**src/rtl/core/bpfa_pkg.sv**
```systemverilog
// ----------------------------------------------------------------------------
// Bitmap page frame allocator package
// Shared widths, codes, the range descriptor and the bit-mask helpers.
// ----------------------------------------------------------------------------
package bpfa_pkg;

    // Bitmap geometry
    localparam int BITMAP_WORDS = 1024;
    localparam int WORD_BITS    = 32;
    localparam int BIT_W        = 5;
    localparam int ADDR_W       = (BITMAP_WORDS > 1) ? $clog2(BITMAP_WORDS) : 1;
    localparam int PIDX_W       = ADDR_W + BIT_W;
    localparam int CAP_INT      = BITMAP_WORDS * WORD_BITS;

    // Page numbers of 64-bit byte addresses, one extra bit for round-up
    localparam int PAGE_SHIFT   = 12;
    localparam int PAGE_W       = 64 - PAGE_SHIFT + 1;
    localparam logic [PAGE_W-1:0] CAP_PAGES = PAGE_W'(CAP_INT);

    // Configuration register
    localparam int BASE_W = 20;
    localparam logic [BASE_W-1:0] BASE_RESET = 20'd2560;

    // Stream payload widths
    localparam int IN_DATA_W  = 192;
    localparam int OUT_DATA_W = 56;
    localparam int IDX_W      = 10;

    // Item kinds and segment types
    localparam logic KIND_SEGMENT = 1'b0;
    localparam logic KIND_ALLOC   = 1'b1;
    localparam logic [31:0] SEG_TYPE_RAM = 32'd1;

    localparam logic [ADDR_W-1:0] LAST_WORD = ADDR_W'(BITMAP_WORDS - 1);

    // Page range inside the bitmap: [lo, him1], empty when nothing to mark
    typedef struct packed {
        logic              empty;
        logic [PIDX_W-1:0] lo;
        logic [PIDX_W-1:0] him1;
    } rng_t;

    // Round a byte address up to a page number
    function automatic logic [PAGE_W-1:0] page_up(input logic [63:0] addr);
        page_up = {1'b0, addr[63:PAGE_SHIFT]} + PAGE_W'(|addr[PAGE_SHIFT-1:0]);
    endfunction

    // Round a byte address down to a page number
    function automatic logic [PAGE_W-1:0] page_down(input logic [63:0] addr);
        page_down = {1'b0, addr[63:PAGE_SHIFT]};
    endfunction

    // Bits bl through bh of a word set
    function automatic logic [WORD_BITS-1:0] word_mask(input logic [BIT_W-1:0] bl,
                                                       input logic [BIT_W-1:0] bh);
        word_mask = ({WORD_BITS{1'b1}} << bl) & ({WORD_BITS{1'b1}} >> (5'd31 - bh));
    endfunction

    // Position of the lowest clear bit of a word that is not full
    function automatic logic [BIT_W-1:0] lowest_zero(input logic [WORD_BITS-1:0] word);
        logic [WORD_BITS-1:0] onehot;
        logic [BIT_W-1:0]     idx;
        onehot = ~word & (word + 32'd1);
        idx    = '0;
        for (int i = 0; i < WORD_BITS; i++) begin
            if (onehot[i]) begin
                idx = idx | BIT_W'(i);
            end
        end
        lowest_zero = idx;
    endfunction

endpackage

```
**src/rtl/core/bpfa_range.sv**
```systemverilog
// ----------------------------------------------------------------------------
// Page range clamp
// Clamps an absolute page range to the managed window and registers it.
// ----------------------------------------------------------------------------
module bpfa_range import bpfa_pkg::*; (
    input  logic              aclk,
    input  logic [PAGE_W-1:0] start_pg,
    input  logic [PAGE_W-1:0] end_pg,
    input  logic [BASE_W-1:0] base_page,
    output rng_t              rng_reg
);

    logic [PAGE_W-1:0] base_x;
    logic [PAGE_W-1:0] lo_full;
    logic [PAGE_W-1:0] hi_full;
    logic              start_lt;
    rng_t              rng_next;

    // Offset both ends from the base and clip to capacity
    always_comb begin
        base_x   = PAGE_W'(base_page);
        lo_full  = start_pg - base_x;
        hi_full  = end_pg - base_x;
        start_lt = start_pg < base_x;
        rng_next.empty = (end_pg <= base_x) || (start_pg >= end_pg) ||
                         (!start_lt && (lo_full >= CAP_PAGES));
        rng_next.lo    = start_lt ? '0 : lo_full[PIDX_W-1:0];
        rng_next.him1  = (hi_full >= CAP_PAGES) ? PIDX_W'(CAP_INT - 1)
                                                : PIDX_W'(hi_full - PAGE_W'(1));
    end

    always_ff @(posedge aclk) begin
        rng_reg <= rng_next;
    end

endmodule

```
**config.mk**
```make
export PLATFORM = sky130hd
export DESIGN_NAME = bpfa_range
export DESIGN_NICKNAME = d
export VERILOG_FILES = /design/src/rtl/core/bpfa_pkg.sv /design/src/rtl/core/bpfa_range.sv
export SDC_FILE = /design/constraint.sdc
export NUM_CORES = 1
export LEC_CHECK = 0
export BUFFER_PORTS_ARGS = -buffer_cell sky130_fd_sc_hd__clkbuf_2
export CORE_MARGIN = 2
export CORE_UTILIZATION = 30
export CTS_BUF_LIST = sky130_fd_sc_hd__clkbuf_8
export DETAILED_ROUTE_END_ITERATION = 12
export HOLD_SLACK_MARGIN = 0.1
export PLACE_DENSITY = 0.57
export SYNTH_ARGS = -nofsm -noshare
export SYNTH_HDL_FRONTEND = slang
export SYNTH_SLANG_ARGS = --single-unit
```
**constraint.sdc**
```tcl
create_clock -name aclk -period 4 [get_ports aclk]
set_input_delay 0.8 -clock aclk [delete_from_list [all_inputs] [get_ports aclk]]
set_output_delay 0.8 -clock aclk [all_outputs]
set_load 0.03 [all_outputs]
```
==> run metrics, run 1 <==
outcome=finished clean; CP required=4.16 ns; final weighted congestion of routability-driven global placement=0.972; die area=22800 µm²; hold path startpoint=start_pg[0]; share of layout cells above drive strength 1=28.5%; net count after synthesis=1151; top-count cell post-synth=sky130_fd_sc_hd__ha_1; IO Pins=158; total of flip-flops plus latches after synthesis=31; number of sinks handled by clock tree synthesis=31; crit path max fanout=8; largest net degree at the start of global routing=17; num rows=53; share of the clock period used by the worst path after layout=97.4%; startpoint-to-endpoint class of the critical path=in2reg; number of detailed-routing iterations run before antenna repair=5; TritonCTS Buffers=5; mean instance size in the synthesized netlist=6.98 µm²; kind of launch point of the worst setup path=input pin; height of the die=151 µm; clock tree from TritonCTS=built; ANT nets after route=0; Area Growth Syn to Fin=34.8%; total vias in the final route=8233; post-route minimum period=3.90 ns; area share of the largest cell type after synthesis=18.2%; number of hold buffers added after cts=0; share of flip-flops with an asynchronous set or reset after synthesis=0%; standby leakage power=4.06 nW; slew at the pin closest to its max-slew limit=0.608 ns; highest clock frequency the design can meet=0.257 GHz; Max Slew Vio Count=0; Port Buf Inserts=157; number of global-route vias before repair=7905; Initial DRC Count=666; drt wl/cell=18.8 µm; Worst path slowest cell=sky130_fd_sc_hd__a2111oi_0; list of most frequent post-synthesis cells=sky130_fd_sc_hd__ha_1 (94), sky130_fd_sc_hd__nand2_1 (90), sky130_fd_sc_hd__inv_1 (89); Initial Util=30.7%; core utilization of the finished layout=41.4%; overall routed net length=27.8 mm; Hold/Removal Path Class=in2reg; Pwr Density=198 nW/µm²; Crit path buffers/inverters=5; overall die width=151 µm; sequential element share of the synthesized area=9.58%; hpwl dp=24.4 mm; CTS root buf=sky130_fd_sc_hd__clkbuf_8; Largest delay share family, worst path=compound AO/OA/AOI/OAI gates; setup violators final=0; Largest register FFs=31; Placeable Area=21100 µm²; number of warnings printed during yosys synthesis=0; residual overflow from global routing=0; post-synthesis cell type count=75; total standard cell area after synthesis=6470 µm²; largest stage delay on the critical path=0.62 ns; WHS=0.893 ns; synth top area cells=sky130_fd_sc_hd__ha_1 (18%), sky130_fd_sc_hd__dfxtp_1 (9.6%), sky130_fd_sc_hd__nand2_1 (5.2%); nets=1425; count of antenna diodes in the layout=0; wire length of the first global-routing pass=42.1 mm; All-Layer GR Usage=23.8%; initial antenna violation count=0; H-tree depth reported by CTS=2; setup TNS=0 ns; Syn Inst Count=928; crit-path cells=clkbuf_2 -> inv_1 -> ha_1 -> inv_1 -> fa_1 -> nand3_1 -> nor4_1 -> o21ai_0 -> nand2_1 -> a2111oi_0 -> xnor2_1 -> o211ai_1 -> a2111o_1 -> nor4_4 -> buf_4 -> buf_12 -> o211ai_1; worst supply voltage drop on vdd=0.0995 mV; total power after layout=1.73 mW; number of design rule violations left after detail routing=0; number of enable-type register cells in the synthesized netlist=0; number of max-cap violations=0; hold violation count in the final report=0; commonest register cell after synthesis=sky130_fd_sc_hd__dfxtp_1; CP arrival=4.06 ns; deepest clock path buffer count=2; detail-routed via count per cell=5.57; clock input transition at the sequential cells of the worst setup and hold paths=0.06 ns; start point of the critical path=end_pg[0]; kind of capture point of the worst setup path=flip-flop; relative slew slack=58.4%; cell type contributing the most total cell area after synthesis=sky130_fd_sc_hd__ha_1
metrics by stage:
step	std cells	cell area (µm²)	setup slack, ns
2_1_floorplan	928	6470	0.212
3_3_place_gp	1465	8510	-0.0926
3_5_place_dp	1465	8510	-0.151
4_1_cts	1472	8600	0.137
5_1_grt	1477	8730	-0.0132
6_report	1477	8730	0.102
worst paths after layout:
check | to | slack [ns] | cells past startpoint
setup / recovery | rng_reg[5] | 0.10 | 17
hold / removal | rng_reg[15] | 0.89 | 4
where the power goes:
group / switching (mW) / leakage (nW) / internal (mW)
clock network: 0.123 / 0.0470 / 0.135
logic: 0.654 / 3.75 / 0.465
registers: 0.00843 / 0.256 / 0.342
total: 0.786 / 4.06 / 0.942
cells by family after synthesis:
family / share of synthesized area (%)
buffers and inverters: 7.07
adder cells (fa/ha/maj): 18.8
flip-flops: 9.58
AND/OR/NAND/NOR: 30.1
AO/OA/AOI/OAI: 26.6
XOR/XNOR: 6.22
multiplexers: 1.60
tightest hold or removal path: stages:
cell,delay [ns]
sky130_fd_sc_hd__clkbuf_2,0.08
sky130_fd_sc_hd__inv_1,0.06
sky130_fd_sc_hd__ha_1,0.15
sky130_fd_sc_hd__nor2_1,0.04
area by class of cell:
class / instances / area (µm²)
fill: 2337 / 12400
multi-input combinational: 777 / 5470
timing repair buffer: 298 / 1870
sequential: 31 / 621
tap: 275 / 344
inverter: 89 / 334
clock buffer: 6 / 82.6
clock inverter: 1 / 5.00
metal layers:
metal  vias to the layer above  global-route usage [%]  share of wire [%]
met5                         -                       0                  0
met4                         0                    6.21                2.4
met3                        34                    2.65                7.2
met2                       347                    39.1                 44
met1                      3838                    33.0                 46
li1                       4014                       -                  -
what timing repair did:
item                                   in CTS  in global routing
setup endpoints to repair                   0                 16
endpoints found under the hold margin       0                  0
resized for setup                           0                 20
setup buffers                               0                  4
cells in the final DEF, fill, tap and decap left out, types with 17 or more instances in the layout:
cell type / count
sky130_fd_sc_hd__o21ai_0: 47
sky130_fd_sc_hd__nor3_1: 40
sky130_fd_sc_hd__xnor2_1: 29
sky130_fd_sc_hd__nand3_1: 26
sky130_fd_sc_hd__nor4_1: 21
sky130_fd_sc_hd__nor2_1: 67
sky130_fd_sc_hd__ha_1: 89
sky130_fd_sc_hd__xor2_1: 17
sky130_fd_sc_hd__a21o_1: 17
sky130_fd_sc_hd__nand2_1: 89
sky130_fd_sc_hd__buf_4: 139
sky130_fd_sc_hd__a21oi_1: 59
sky130_fd_sc_hd__dfxtp_1: 31
sky130_fd_sc_hd__inv_1: 87
sky130_fd_sc_hd__nand4_1: 25
sky130_fd_sc_hd__clkbuf_2: 157
No activity file was read; power rests on OpenSTA's default activity.
==> run 2, diff against run 1 <==
- CELL_PAD_IN_SITES_DETAIL_PLACEMENT: default -> 1
- CELL_PAD_IN_SITES_GLOBAL_PLACEMENT: default -> 2
- CORE_UTILIZATION: 30 -> 28
- PLACE_DENSITY: 0.57 -> 0.85
==> run metrics, run 2 (synthesis gave the netlist of run 1 again) <==
Initial DRC Count=421 (-37%); hold violation count in the final report=0 (unchanged); CTS root buf=sky130_fd_sc_hd__clkbuf_8; number of max-cap violations=0 (unchanged); most frequent cells in the layout=sky130_fd_sc_hd__clkbuf_2 (157), sky130_fd_sc_hd__buf_4 (132), sky130_fd_sc_hd__ha_1 (92); startpoint-to-endpoint class of the critical path=in2reg; largest net degree at the start of global routing=17 (unchanged); kind of capture point of the worst setup path=flip-flop; drt wl/cell=20.4 µm (+8.7%); setup repair after global routing missed its margin=false; Final Cell Area=8660 µm² (-0.82%); most common library cell in the layout ignoring fill and taps=sky130_fd_sc_hd__clkbuf_2; All-Layer GR Usage=24.3% (+0.49 points); TritonCTS Buffers=5 (unchanged); overall die width=156 µm (+3.4%); number of detailed-routing iterations run before antenna repair=5 (unchanged); total vias in the final route=8314 (+0.98%); crit-path cells=clkbuf_2 -> inv_1 -> ha_1 -> nor2b_1 -> o2111ai_1 -> a211oi_1 -> o21ai_0 -> a2111oi_2 -> buf_4 -> nor3_1 -> a211o_1 -> and4b_1 -> and4_1 -> o211ai_1; Initial Util=28.6% (-2.1 points); post-route minimum period=3.89 ns (-0.00761 ns); IO Pins=158 (unchanged); die area=24400 µm² (+7.0%); outcome=finished clean; initial antenna violation count=1 (+1); CP arrival=4.06 ns (about the same); share of layout cells above drive strength 1=27.4% (-1.1 points); worst supply voltage drop on vdd=0.106 mV (+6.4%); Area Growth Syn to Fin=33.7%; number of design rule violations left after detail routing=0 (unchanged); Worst path slowest cell=sky130_fd_sc_hd__a2111oi_2; standby leakage power=4.02 nW (-0.84%); residual overflow from global routing=0 (unchanged); hpwl dp=26.5 mm (+8.9%); detail-routed via count per cell=5.62 (+0.78%); number of global-route vias before repair=8288 (+4.8%); hold path startpoint=base_page[0]; nets=1417 (-0.56%); WHS=0.861 ns (-0.0313 ns); Endpoint, Worst Hold=rng_reg[15]; setup violators final=0 (unchanged); number of sinks handled by clock tree synthesis=31 (unchanged); Pwr Density=202 nW/µm² (+1.9%); wire length of the first global-routing pass=46.0 mm (+9.4%); overall routed net length=30.2 mm (+8.9%); crit path max fanout=4 (-4); share of the clock period used by the worst path after layout=97.3% (-0.19 points); # fillers=2958 (+27%); Largest register FFs=31 (unchanged); CP required=4.17 ns (about the same); deepest clock path buffer count=2 (unchanged); Post-DP Area=8500 µm² (-0.12%); slew at the pin closest to its max-slew limit=0.714 ns (+0.106 ns); kind of launch point of the worst setup path=input pin; Hold/Removal Path Class=in2reg; ANT nets after route=0 (unchanged); H-tree depth reported by CTS=2 (unchanged); clock tree from TritonCTS=built; highest clock frequency the design can meet=0.257 GHz (+0.20%); largest stage delay on the critical path=0.47 ns (-0.15 ns); Placeable Area=22600 µm² (+7.4%); relative slew slack=52.3% (-6.1 points); depth of the worst hold-timing path=3 (-1); clock input transition at the sequential cells of the worst setup and hold paths=0.08 ns (+0.02 ns); num rows=55 (+3.8%); final weighted congestion of routability-driven global placement=0.934 (-3.9%); height of the die=156 µm (+3.4%); Max Slew Vio Count=0 (unchanged); Port Buf Inserts=157 (unchanged)
==> run 2: changes by cell type in the layout (fill, tap and decap cells not counted), moves of 3 or more <==
cell / change
sky130_fd_sc_hd__a2111oi_2: +3
sky130_fd_sc_hd__a21oi_1: +5
sky130_fd_sc_hd__a21oi_2: -5
sky130_fd_sc_hd__buf_4: -7
sky130_fd_sc_hd__ha_1: +3
==> run 2: power by group <==
part           leakage, nW  switching (mW)  internal [mW]  total, mW
clock network       0.0471           0.122          0.135      0.257
registers            0.256         0.00935          0.342      0.351
logic                 3.72           0.675          0.464       1.14
total                 4.02           0.806          0.941       1.75
==> run 2: through the flow <==
step / setup WS (ns) / setup TNS (ns) / instances / power [mW] / util, %
final: 0.110 / 0 / 1480 / 1.75 / 38.2
after detailed placement: -0.568 / -2.65 / 1472 / 1.48 / 37.6
after CTS: 0.00692 / 0 / 1479 / 1.74 / 38.0
after global routing: 0.0119 / 0 / 1479 / 1.88 / 38.2
after global placement: -0.645 / -1.47 / 1472 / 1.46 / 37.6
after floorplan: 0.212 / 0 / 928 / 0.994 / -
==> run 2: worst max-delay path by stage <==
| stage | startpoint | end | slack (ns) | cells past startpoint |
|---|---|---|---|---|
| finish | base_page[1] | rng_reg[30] | 0.11 | 14 |
| global route | end_pg[0] | rng_reg[5] | 0.01 | 16 |
| CTS | base_page[19] | rng_reg[30] | 0.007 | 13 |
| detailed placement | base_page[19] | rng_reg[30] | -0.57 | 13 |
| global placement | base_page[19] | rng_reg[30] | -0.65 | 13 |
| floorplan | end_pg[0] | rng_reg[10] | 0.21 | 15 |
==> run 2: critical path: cells and delay by family <==
family,cells,cell delay (ns)
AOI/OAI and AO/OA,6,1.84
adders and majority gates,1,0.29
buffers and inverters,3,0.39
and+or+nand+nor,4,0.72
==> run 2: area by class of cell <==
type                       count  area (µm²)  area share (%)
multi-input combinational    777        5460            63.1
timing repair buffer         290        1800            20.8
sequential                    31         621            7.17
tap                          285         357            4.12
inverter                      89         334            3.86
clock buffer                   6        82.6           0.954
clock inverter                 1        5.00          0.0578
antenna                        1        2.50          0.0289
==> run 2: repair_timing <==
item / 4_1_cts / 5_1_grt
setup buffers: 0 / 0
endpoints found under the setup margin: 1 / 16
resized for setup: 2 / 13
hold buffers: 0 / 0
==> run 2: metal layers <==
metal  vias to the layer above  track usage [%]  wire length [µm]
met5                         -                0                 0
met4                         0             5.07               432
met3                        23             2.67              1670
met2                       291             41.4             13900
met1                      3994             32.9             14200
li1                       4006                -                 -
